File: src/rtl/core/rvd_pkg.sv
package rvd_pkg;

    localparam logic [6:0] OPC_OP     = 7'h33;
    localparam logic [6:0] OPC_OPIMM  = 7'h13;
    localparam logic [6:0] OPC_LOAD   = 7'h03;
    localparam logic [6:0] OPC_STORE  = 7'h23;
    localparam logic [6:0] OPC_BRANCH = 7'h63;
    localparam logic [6:0] OPC_JALR   = 7'h67;
    localparam logic [6:0] OPC_JAL    = 7'h6f;
    localparam logic [6:0] OPC_LUI    = 7'h37;
    localparam logic [6:0] OPC_AUIPC  = 7'h17;
    localparam logic [6:0] OPC_SYSTEM = 7'h73;

    localparam logic [31:0] UPPER_MASK = 32'hFFFFF000;

    localparam logic [6:0] F7_BASE = 7'h00;
    localparam logic [6:0] F7_MEXT = 7'h01;
    localparam logic [6:0] F7_ALT  = 7'h20;

    localparam logic [2:0] F3_ADD = 3'd0;
    localparam logic [2:0] F3_SLL = 3'd1;
    localparam logic [2:0] F3_SRL = 3'd5;

    localparam logic [11:0] SYS_ECALL  = 12'd0;
    localparam logic [11:0] SYS_EBREAK = 12'd1;

    localparam logic [2:0] ST_OK      = 3'd0;
    localparam logic [2:0] ST_BAD_R   = 3'd1;
    localparam logic [2:0] ST_BAD_SH  = 3'd2;
    localparam logic [2:0] ST_BAD_LD  = 3'd3;
    localparam logic [2:0] ST_BAD_ST  = 3'd4;
    localparam logic [2:0] ST_BAD_BR  = 3'd5;
    localparam logic [2:0] ST_PRIV    = 3'd6;
    localparam logic [2:0] ST_BAD_OPC = 3'd7;

    localparam logic PK_OTHER = 1'b0;
    localparam logic PK_CSR   = 1'b1;

    localparam logic [5:0] MN_NONE   = 6'd0;
    localparam logic [5:0] MN_ADD    = 6'd1;
    localparam logic [5:0] MN_SUB    = 6'd2;
    localparam logic [5:0] MN_MUL    = 6'd3;
    localparam logic [5:0] MN_SLL    = 6'd4;
    localparam logic [5:0] MN_MULH   = 6'd5;
    localparam logic [5:0] MN_SLT    = 6'd6;
    localparam logic [5:0] MN_MULHSU = 6'd7;
    localparam logic [5:0] MN_SLTU   = 6'd8;
    localparam logic [5:0] MN_MULHU  = 6'd9;
    localparam logic [5:0] MN_XOR    = 6'd10;
    localparam logic [5:0] MN_DIV    = 6'd11;
    localparam logic [5:0] MN_SRL    = 6'd12;
    localparam logic [5:0] MN_SRA    = 6'd13;
    localparam logic [5:0] MN_DIVU   = 6'd14;
    localparam logic [5:0] MN_OR     = 6'd15;
    localparam logic [5:0] MN_REM    = 6'd16;
    localparam logic [5:0] MN_AND    = 6'd17;
    localparam logic [5:0] MN_REMU   = 6'd18;
    localparam logic [5:0] MN_ADDI   = 6'd19;
    localparam logic [5:0] MN_SLLI   = 6'd20;
    localparam logic [5:0] MN_SLTI   = 6'd21;
    localparam logic [5:0] MN_SLTIU  = 6'd22;
    localparam logic [5:0] MN_XORI   = 6'd23;
    localparam logic [5:0] MN_SRLI   = 6'd24;
    localparam logic [5:0] MN_SRAI   = 6'd25;
    localparam logic [5:0] MN_ORI    = 6'd26;
    localparam logic [5:0] MN_ANDI   = 6'd27;
    localparam logic [5:0] MN_LB     = 6'd28;
    localparam logic [5:0] MN_LH     = 6'd29;
    localparam logic [5:0] MN_LW     = 6'd30;
    localparam logic [5:0] MN_LBU    = 6'd31;
    localparam logic [5:0] MN_LHU    = 6'd32;
    localparam logic [5:0] MN_SB     = 6'd33;
    localparam logic [5:0] MN_SH     = 6'd34;
    localparam logic [5:0] MN_SW     = 6'd35;
    localparam logic [5:0] MN_BEQ    = 6'd36;
    localparam logic [5:0] MN_BNE    = 6'd37;
    localparam logic [5:0] MN_BLT    = 6'd38;
    localparam logic [5:0] MN_BGE    = 6'd39;
    localparam logic [5:0] MN_BLTU   = 6'd40;
    localparam logic [5:0] MN_BGEU   = 6'd41;
    localparam logic [5:0] MN_JALR   = 6'd42;
    localparam logic [5:0] MN_JAL    = 6'd43;
    localparam logic [5:0] MN_LUI    = 6'd44;
    localparam logic [5:0] MN_AUIPC  = 6'd45;
    localparam logic [5:0] MN_ECALL  = 6'd46;
    localparam logic [5:0] MN_EBREAK = 6'd47;

    typedef struct packed {
        logic [5:0]         mnemonic;
        logic [2:0]         status;
        logic               privileged_kind;
        logic [4:0]         dest_reg;
        logic [4:0]         src1_reg;
        logic [4:0]         src2_reg;
        logic signed [31:0] immediate;
        logic [31:0]        target_addr;
        logic [6:0]         opcode_field;
        logic [2:0]         funct3_field;
        logic [6:0]         funct7_field;
    } dec_result_t;

    function automatic logic [5:0] r_base_code(input logic [2:0] f3);
        logic [5:0] mn;
        case (f3)
            3'd0:    mn = MN_ADD;
            3'd1:    mn = MN_SLL;
            3'd2:    mn = MN_SLT;
            3'd3:    mn = MN_SLTU;
            3'd4:    mn = MN_XOR;
            3'd5:    mn = MN_SRL;
            3'd6:    mn = MN_OR;
            3'd7:    mn = MN_AND;
            default: mn = MN_NONE;
        endcase
        return mn;
    endfunction

    function automatic logic [5:0] r_mext_code(input logic [2:0] f3);
        logic [5:0] mn;
        case (f3)
            3'd0:    mn = MN_MUL;
            3'd1:    mn = MN_MULH;
            3'd2:    mn = MN_MULHSU;
            3'd3:    mn = MN_MULHU;
            3'd4:    mn = MN_DIV;
            3'd5:    mn = MN_DIVU;
            3'd6:    mn = MN_REM;
            3'd7:    mn = MN_REMU;
            default: mn = MN_NONE;
        endcase
        return mn;
    endfunction

    function automatic logic [5:0] opimm_code(input logic [2:0] f3);
        logic [5:0] mn;
        case (f3)
            3'd0:    mn = MN_ADDI;
            3'd1:    mn = MN_SLLI;
            3'd2:    mn = MN_SLTI;
            3'd3:    mn = MN_SLTIU;
            3'd4:    mn = MN_XORI;
            3'd6:    mn = MN_ORI;
            3'd7:    mn = MN_ANDI;
            default: mn = MN_NONE;
        endcase
        return mn;
    endfunction

    function automatic logic [5:0] load_code(input logic [2:0] f3);
        logic [5:0] mn;
        case (f3)
            3'd0:    mn = MN_LB;
            3'd1:    mn = MN_LH;
            3'd2:    mn = MN_LW;
            3'd4:    mn = MN_LBU;
            3'd5:    mn = MN_LHU;
            default: mn = MN_NONE;
        endcase
        return mn;
    endfunction

    function automatic logic [5:0] store_code(input logic [2:0] f3);
        logic [5:0] mn;
        case (f3)
            3'd0:    mn = MN_SB;
            3'd1:    mn = MN_SH;
            3'd2:    mn = MN_SW;
            default: mn = MN_NONE;
        endcase
        return mn;
    endfunction

    function automatic logic [5:0] branch_code(input logic [2:0] f3);
        logic [5:0] mn;
        case (f3)
            3'd0:    mn = MN_BEQ;
            3'd1:    mn = MN_BNE;
            3'd4:    mn = MN_BLT;
            3'd5:    mn = MN_BGE;
            3'd6:    mn = MN_BLTU;
            3'd7:    mn = MN_BGEU;
            default: mn = MN_NONE;
        endcase
        return mn;
    endfunction

endpackage

File: src/rtl/core/rvd_in_if.sv
interface rvd_in_if;
    logic        valid;
    logic        ready;
    logic [31:0] instr_pc;
    logic [31:0] instr_word;

    modport source (output valid, output instr_pc, output instr_word, input ready);
    modport sink   (input valid, input instr_pc, input instr_word, output ready);
endinterface

File: src/rtl/core/rvd_out_if.sv
interface rvd_out_if;
    logic               valid;
    logic               ready;
    logic [5:0]         mnemonic;
    logic [2:0]         status;
    logic               privileged_kind;
    logic [4:0]         dest_reg;
    logic [4:0]         src1_reg;
    logic [4:0]         src2_reg;
    logic signed [31:0] immediate;
    logic [31:0]        target_addr;
    logic [6:0]         opcode_field;
    logic [2:0]         funct3_field;
    logic [6:0]         funct7_field;

    modport source (
        output valid, output mnemonic, output status, output privileged_kind,
        output dest_reg, output src1_reg, output src2_reg, output immediate,
        output target_addr, output opcode_field, output funct3_field,
        output funct7_field, input ready
    );
    modport sink (
        input valid, input mnemonic, input status, input privileged_kind,
        input dest_reg, input src1_reg, input src2_reg, input immediate,
        input target_addr, input opcode_field, input funct3_field,
        input funct7_field, output ready
    );
endinterface

File: src/rtl/core/rvd_decode.sv
module rvd_decode (
    input  logic [31:0]        instr_pc,
    input  logic [31:0]        instr_word,
    output rvd_pkg::dec_result_t result
);
    import rvd_pkg::*;

    logic [6:0]  opc;
    logic [2:0]  f3;
    logic [6:0]  f7;
    logic [4:0]  rs2;
    logic [31:0] imm_i;
    logic [31:0] imm_s;
    logic [31:0] imm_b;
    logic [31:0] imm_j;
    logic [31:0] shamt;
    logic [5:0]  mn;
    logic [2:0]  st;
    logic        pk;
    logic [31:0] imm;
    logic        use_target;

    assign opc   = instr_word[6:0];
    assign f3    = instr_word[14:12];
    assign f7    = instr_word[31:25];
    assign rs2   = instr_word[24:20];
    assign imm_i = {{20{instr_word[31]}}, instr_word[31:20]};
    assign imm_s = {{20{instr_word[31]}}, instr_word[31:25], instr_word[11:7]};
    assign imm_b = {{19{instr_word[31]}}, instr_word[31], instr_word[7],
                    instr_word[30:25], instr_word[11:8], 1'b0};
    assign imm_j = {{11{instr_word[31]}}, instr_word[31], instr_word[19:12],
                    instr_word[20], instr_word[30:21], 1'b0};
    assign shamt = {27'd0, rs2};

    always_comb
    begin
        mn         = MN_NONE;
        st         = ST_OK;
        pk         = PK_OTHER;
        imm        = 32'd0;
        use_target = 1'b0;
        case (opc)
            OPC_OP:
            begin
                if (f7 == F7_BASE)
                    mn = r_base_code(f3);
                else if (f7 == F7_MEXT)
                    mn = r_mext_code(f3);
                else if (f7 == F7_ALT && f3 == F3_ADD)
                    mn = MN_SUB;
                else if (f7 == F7_ALT && f3 == F3_SRL)
                    mn = MN_SRA;
                if (mn == MN_NONE)
                    st = ST_BAD_R;
            end
            OPC_OPIMM:
            begin
                if (f3 == F3_SLL)
                begin
                    imm = shamt;
                    mn  = MN_SLLI;
                end
                else if (f3 == F3_SRL)
                begin
                    imm = shamt;
                    if (f7 == F7_BASE)
                        mn = MN_SRLI;
                    else if (f7 == F7_ALT)
                        mn = MN_SRAI;
                    else
                        st = ST_BAD_SH;
                end
                else
                begin
                    imm = imm_i;
                    mn  = opimm_code(f3);
                end
            end
            OPC_LOAD:
            begin
                imm = imm_i;
                mn  = load_code(f3);
                if (mn == MN_NONE)
                    st = ST_BAD_LD;
            end
            OPC_STORE:
            begin
                imm = imm_s;
                mn  = store_code(f3);
                if (mn == MN_NONE)
                    st = ST_BAD_ST;
            end
            OPC_BRANCH:
            begin
                imm        = imm_b;
                use_target = 1'b1;
                mn         = branch_code(f3);
                if (mn == MN_NONE)
                    st = ST_BAD_BR;
            end
            OPC_JALR:
            begin
                imm = imm_i;
                mn  = MN_JALR;
            end
            OPC_JAL:
            begin
                imm        = imm_j;
                use_target = 1'b1;
                mn         = MN_JAL;
            end
            OPC_LUI:
            begin
                imm = instr_word & UPPER_MASK;
                mn  = MN_LUI;
            end
            OPC_AUIPC:
            begin
                imm = instr_word & UPPER_MASK;
                mn  = MN_AUIPC;
            end
            OPC_SYSTEM:
            begin
                imm = imm_i;
                if (f3 == F3_ADD)
                begin
                    if (instr_word[31:20] == SYS_ECALL)
                        mn = MN_ECALL;
                    else if (instr_word[31:20] == SYS_EBREAK)
                        mn = MN_EBREAK;
                    else
                        st = ST_PRIV;
                end
                else
                begin
                    st = ST_PRIV;
                    pk = PK_CSR;
                end
            end
            default:
            begin
                st = ST_BAD_OPC;
            end
        endcase
    end

    always_comb
    begin
        result.mnemonic        = mn;
        result.status          = st;
        result.privileged_kind = pk;
        result.dest_reg        = instr_word[11:7];
        result.src1_reg        = instr_word[19:15];
        result.src2_reg        = rs2;
        result.immediate       = imm;
        result.target_addr     = use_target ? (instr_pc + imm) : 32'd0;
        result.opcode_field    = opc;
        result.funct3_field    = f3;
        result.funct7_field    = f7;
    end

endmodule

File: src/rtl/core/rv32im_instruction_decoder.sv
// RV32IM instruction decoder.
// An accepted request is registered in the input register, then decoded into the result
// register. Throughput: one request per cycle while dec_out.ready is not held low;
// each register stage loads while the one after it drains.
// Reset: rst_n clears both stage valid flags; payload registers are not reset.
module rv32im_instruction_decoder (
    input  logic        clk,
    input  logic        rst_n,
    rvd_in_if.sink      inst_in,
    rvd_out_if.source   dec_out
);
    import rvd_pkg::*;

    logic        s1_valid_reg;
    logic        s1_valid_next;
    logic [31:0] s1_pc_reg;
    logic [31:0] s1_word_reg;
    logic        s2_valid_reg;
    logic        s2_valid_next;
    dec_result_t s2_res_reg;
    dec_result_t s2_res_next;
    logic        s1_ready;
    logic        s2_ready;

    assign s2_ready      = !s2_valid_reg || dec_out.ready;
    assign s1_ready      = !s1_valid_reg || s2_ready;
    assign inst_in.ready = s1_ready;

    assign s1_valid_next = s1_ready ? inst_in.valid : s1_valid_reg;
    assign s2_valid_next = s2_ready ? s1_valid_reg : s2_valid_reg;

    rvd_decode u_decode (
        .instr_pc   (s1_pc_reg),
        .instr_word (s1_word_reg),
        .result     (s2_res_next)
    );

    always_ff @(posedge clk or negedge rst_n)
    begin
        if (!rst_n)
        begin
            s1_valid_reg <= 1'b0;
            s2_valid_reg <= 1'b0;
        end
        else
        begin
            s1_valid_reg <= s1_valid_next;
            s2_valid_reg <= s2_valid_next;
        end
    end

    // load payload only on an advance; hold otherwise
    always_ff @(posedge clk)
    begin
        if (s1_ready && inst_in.valid)
        begin
            s1_pc_reg   <= inst_in.instr_pc;
            s1_word_reg <= inst_in.instr_word;
        end
        if (s2_ready && s1_valid_reg)
        begin
            s2_res_reg <= s2_res_next;
        end
    end

    assign dec_out.valid           = s2_valid_reg;
    assign dec_out.mnemonic        = s2_res_reg.mnemonic;
    assign dec_out.status          = s2_res_reg.status;
    assign dec_out.privileged_kind = s2_res_reg.privileged_kind;
    assign dec_out.dest_reg        = s2_res_reg.dest_reg;
    assign dec_out.src1_reg        = s2_res_reg.src1_reg;
    assign dec_out.src2_reg        = s2_res_reg.src2_reg;
    assign dec_out.immediate       = s2_res_reg.immediate;
    assign dec_out.target_addr     = s2_res_reg.target_addr;
    assign dec_out.opcode_field    = s2_res_reg.opcode_field;
    assign dec_out.funct3_field    = s2_res_reg.funct3_field;
    assign dec_out.funct7_field    = s2_res_reg.funct7_field;

endmodule
File: src/flat_wrapper.sv
// flat-port wrapper written by rule: the top's interface ports become plain ports
module rv32im_instruction_decoder_flat import rvd_pkg::*;
  (clk, rst_n, inst_in_valid, inst_in_instr_pc, inst_in_instr_word, inst_in_ready, dec_out_valid, dec_out_mnemonic, dec_out_status, dec_out_privileged_kind, dec_out_dest_reg, dec_out_src1_reg, dec_out_src2_reg, dec_out_immediate, dec_out_target_addr, dec_out_opcode_field, dec_out_funct3_field, dec_out_funct7_field, dec_out_ready);
  rvd_in_if inst_in_i ();
  rvd_out_if dec_out_i ();
  input  logic clk;
  input  logic rst_n;
  input wire logic [$bits(inst_in_i.valid)-1:0] inst_in_valid;
  input wire logic [$bits(inst_in_i.instr_pc)-1:0] inst_in_instr_pc;
  input wire logic [$bits(inst_in_i.instr_word)-1:0] inst_in_instr_word;
  output wire logic [$bits(inst_in_i.ready)-1:0] inst_in_ready;
  output wire logic [$bits(dec_out_i.valid)-1:0] dec_out_valid;
  output wire logic [$bits(dec_out_i.mnemonic)-1:0] dec_out_mnemonic;
  output wire logic [$bits(dec_out_i.status)-1:0] dec_out_status;
  output wire logic [$bits(dec_out_i.privileged_kind)-1:0] dec_out_privileged_kind;
  output wire logic [$bits(dec_out_i.dest_reg)-1:0] dec_out_dest_reg;
  output wire logic [$bits(dec_out_i.src1_reg)-1:0] dec_out_src1_reg;
  output wire logic [$bits(dec_out_i.src2_reg)-1:0] dec_out_src2_reg;
  output wire logic [$bits(dec_out_i.immediate)-1:0] dec_out_immediate;
  output wire logic [$bits(dec_out_i.target_addr)-1:0] dec_out_target_addr;
  output wire logic [$bits(dec_out_i.opcode_field)-1:0] dec_out_opcode_field;
  output wire logic [$bits(dec_out_i.funct3_field)-1:0] dec_out_funct3_field;
  output wire logic [$bits(dec_out_i.funct7_field)-1:0] dec_out_funct7_field;
  input wire logic [$bits(dec_out_i.ready)-1:0] dec_out_ready;
  assign inst_in_i.valid = inst_in_valid;
  assign inst_in_i.instr_pc = inst_in_instr_pc;
  assign inst_in_i.instr_word = inst_in_instr_word;
  assign inst_in_ready = inst_in_i.ready;
  assign dec_out_valid = dec_out_i.valid;
  assign dec_out_mnemonic = dec_out_i.mnemonic;
  assign dec_out_status = dec_out_i.status;
  assign dec_out_privileged_kind = dec_out_i.privileged_kind;
  assign dec_out_dest_reg = dec_out_i.dest_reg;
  assign dec_out_src1_reg = dec_out_i.src1_reg;
  assign dec_out_src2_reg = dec_out_i.src2_reg;
  assign dec_out_immediate = dec_out_i.immediate;
  assign dec_out_target_addr = dec_out_i.target_addr;
  assign dec_out_opcode_field = dec_out_i.opcode_field;
  assign dec_out_funct3_field = dec_out_i.funct3_field;
  assign dec_out_funct7_field = dec_out_i.funct7_field;
  assign dec_out_i.ready = dec_out_ready;
  rv32im_instruction_decoder u_core (.clk(clk), .rst_n(rst_n), .inst_in(inst_in_i), .dec_out(dec_out_i));
endmodule
File: config.mk
export PLATFORM = sky130hd
export DESIGN_NAME = rv32im_instruction_decoder_flat
export DESIGN_NICKNAME = d
export VERILOG_FILES = /design/src/rtl/core/rvd_pkg.sv /design/src/rtl/core/rvd_in_if.sv /design/src/rtl/core/rvd_out_if.sv /design/src/rtl/core/rvd_decode.sv /design/src/rtl/core/rv32im_instruction_decoder.sv /design/src/flat_wrapper.sv
export SDC_FILE = /design/constraint.sdc
export NUM_CORES = 1
export LEC_CHECK = 0
export ABC_CLOCK_PERIOD_IN_PS = 5170
export BUFFER_PORTS_ARGS = -buffer_cell sky130_fd_sc_hd__clkbuf_2
export CELL_PAD_IN_SITES_DETAIL_PLACEMENT = 1
export CELL_PAD_IN_SITES_GLOBAL_PLACEMENT = 2
export CORE_UTILIZATION = 37
export CTS_CLUSTER_SIZE = 24
export DETAILED_ROUTE_END_ITERATION = 7
export GPL_TIMING_DRIVEN = 1
export PLACE_DENSITY = 0.89
export SYNTH_ARGS = -nofsm -noshare
export SYNTH_HDL_FRONTEND = slang
export SYNTH_SLANG_ARGS = --single-unit
export TNS_END_PERCENT = 1
File: constraint.sdc
create_clock -name clk -period 5.17 [get_ports clk]
set_clock_uncertainty 0.1 [all_clocks]
set_input_delay 0.2585 -clock clk [delete_from_list [all_inputs] [get_ports clk]]
set_output_delay 0.2585 -clock clk [all_outputs]
set_load 0.005 [all_outputs]
==> summary.txt <==
Place
  – DPL Wire Length: 19010 µm
  – GPL Wtd Cong: 0.8849
  – I/O Buffers: 175

Yosys
  – Area contributors post-synth: edfxtp_1 58%, ha_1 5.2%, nor2_1 2.8%, a21o_1 2.6%, a21oi_1 2.5%
  – Yosys cell types: 76
  – Most common cell in the netlist: edfxtp_1
  – Yosys reg bits: 182
  – Synth cell count leaders: 170 x edfxtp_1, 66 x nor2_1, 52 x nand2_1
  – EDFF count, synth: 170
  – Register area share after synthesis: 60.45%
  – Leading area contributor after synthesis: edfxtp_1
  – Ys async rst share: 1.099%
  – Syn Nets: 830
  – Cells after Synth: 724
  – Prevailing post-synth register cell: edfxtp_1
  – Syn Std Cell Area: 8858 µm²
  – Share of the synthesized area in the top cell type: 57.63%
  – Syn Area/Cell: 12.24 µm²
  – Syn. warnings: 0

Clock network
  – CTS tree: done
  – Cts bufs inserted: 17
  – Clk_lat worst skew: 0.44 ns
  – CTS Sinks: 182
  – Max clock buf depth: 2
  – Worst-path clk slew: 0.08 ns
  – Clk root buf: clkbuf_16
  – Htree depth: 4

Worst setup path
  – Worst-path cell chain: nand4b_1, nor2_1, nand2_1, o21ai_1, and2_1, a21o_1, ha_1, nand4_1, or4_1, a21oi_2, o221ai_2, a41oi_2, mux2i_1
  – Slowest stage cell, crit path: edfxtp_1
  – Slowest stage delay, CP: 0.72 ns
  – Critical path peak fanout: 24
  – Req. time, crit path: 5.35 ns
  – Critical Path End Type: register
  – Worst setup SP type: register
  – Worst path bufs/invs: 0
  – Delay-heaviest family, CP: simple AND/OR/NAND/NOR gates
  – WP data arrival: 4.82 ns
  – Critical path type: register to register

Pwr
  – PD cells: 313.5 nW/µm²
  – Gate power share: 11.3%
  – Clock power frac: 37.8%
  – Flop pwr share: 50.9%
  – Sw Pwr: 891.9 µW
  – Total power: 3.530 mW
  – Worst IR drop on VDD: 0.1941 mV
  – Pint: 2.638 mW
  – Leakage: 4.743 nW
  – Switching portion of total power: 25.26%

Die
  – Die Span Y: 156.7 µm
  – Area of the die: 24560 µm²
  – Die Span X: 156.7 µm
  – Initial Util: 37.74%
  – Io pins: 176
  – Row count: 56
  – Core Area: 23470 µm²

STA
  – Endpoints failing setup: 0
  – Crit path time final: 4.643 ns
  – Slew Viols, Final: 0
  – Hold_ws: 0.02007 ns
  – Relative slew slack: 38.21%
  – Unrepaired setup endpoints after global routing: false
  – Worst-margin pin slew: 0.9011 ns
  – Final setup TNS: 0 ns
  – Max Fclk: 215.4 MHz
  – Final Cycle Share: 89.80%
  – Final hold vios: 0

GRT
  – First-pass GRT wire length: 40530 µm
  – Grt ovf: 0
  – Largest net degree at the start of global routing: 64
  – Vias in the first global route: 6992
  – GR Util All Layers: 22.36%
  – Antenna violations before repair: 0

Route
  – Via density: 5.263
  – Initial DRC Count: 428
  – DRC Markers: 0
  – Vias: 6795
  – Antenna Violating Nets Remaining: 0
  – Drt pass-1 iters: 7
  – Final wirelength: 26640 µm
  – Drt wl/cell: 20.64 µm

Cells and area
  – Share of cells above drive strength 1: 23.87%
  – P&R area growth vs syn: 27.13%
  – Antenna Cells: 0
  – Layout Nets: 1065

Run
  – Maxcap violations: 0

Run status
  – Status: finished clean

Worst hold path
  – HP Class: input port to register
==> worst paths after layout <==
path	start	end	slack [ns]	depth (start not counted)
setup / recovery	u_core.s1_word_reg[4]	u_core.dec_out.target_addr[31]	0.53	13
hold / removal	dec_out_ready	u_core.dec_out.valid	0.02	3
setup reg to reg	u_core.s1_word_reg[4]	u_core.dec_out.target_addr[31]	0.53	13
hold reg to reg	u_core.s1_word_reg[16]	u_core.dec_out.src1_reg[1]	0.36	0
max in group asynchronous	rst_n	u_core.dec_out.valid	4.84	2
min in group asynchronous	rst_n	u_core.s1_valid_reg	0.04	2
==> kinds of logic (layout without fill, tap and decap cells) <==
logic type / count (synthesis) / in the layout / synth area share (%)
buffers and inverters: 56 / 304 / 3.234
flip-flops: 182 / 182 / 60.45
adder cells (fa/ha/maj): 38 / 38 / 5.452
XOR/XNOR: 20 / 20 / 1.977
AO/OA/AOI/OAI: 190 / 190 / 14.28
multiplexers: 16 / 16 / 1.850
AND/OR/NAND/NOR: 222 / 222 / 12.75
==> timing repair <==
action / 4_1_cts / 5_1_grt
endpoints found under the hold margin: 67 / 0
hold buffers: 66 / 0
setup buffers: 0 / 0
resized for setup: 0 / 0
==> metal layers <==
metal	track usage (%)	part of all wire, %	vias up
met3	3.295	4.1	40
li1	-	-	3190
met5	0	0	-
met2	37.95	50	184
met1	28.84	44	3381
met4	8.263	2.1	0
==> metrics by stage <==
stage	setup slack (ns)	cell area, µm²	util [%]	instances
4_1_cts	0.6206	11260	47.98	1291
3_3_place_gp	0.8367	9996	42.59	1193
5_1_grt	0.2303	11260	47.98	1291
3_5_place_dp	0.6541	9996	42.59	1193
2_1_floorplan	1.430	8859	-	724
6_report	0.5275	11260	47.98	1291
==> final cells by class <==
cell class | instances | area [µm²]
clock buffers | 24 | 534.3
clock inverters | 8 | 71.32
fillers | 2515 | 12210
inverters | 23 | 86.33
multi-input cells | 486 | 3219
flip-flops and latches | 182 | 5355
well taps | 319 | 399.1
repair buffers | 249 | 1597
==> worst reg2reg max path, cell delays in order (launching register included) <==
cell	delay [ns]
edfxtp_1	0.72
nand4b_1	0.38
nor2_1	0.28
nand2_1	0.16
o21ai_1	0.29
and2_1	0.43
a21o_1	0.15
ha_1	0.35
nand4_1	0.22
or4_1	0.52
a21oi_2	0.19
o221ai_2	0.20
a41oi_2	0.26
mux2i_1	0.23
==> power by group through the flow <==
| stage | clock (mW) | sequential, mW | combinational (mW) |
|---|---|---|---|
| after floorplan | 0 | 1.81 | 0.213 |
| after global placement | 0 | 1.83 | 0.347 |
| after detailed placement | 0 | 1.83 | 0.356 |
| after CTS | 1.35 | 1.80 | 0.399 |
| after global routing | 1.41 | 1.81 | 0.439 |
| final | 1.33 | 1.80 | 0.399 |
==> cell usage in the layout (no fill, tap or decap), types with 14 or more instances in the layout <==
cell type,instances
ha_1,37
a21o_1,31
nor2_1,66
and2_1,14
a21oi_1,45
clkbuf_16,19
nor3_1,17
nand3_1,15
edfxtp_1,170
inv_1,22
dlygate4sd3_1,66
o21ai_0,40
clkbuf_2,175
nand2_1,52
(Power assumes the default switching activity.)
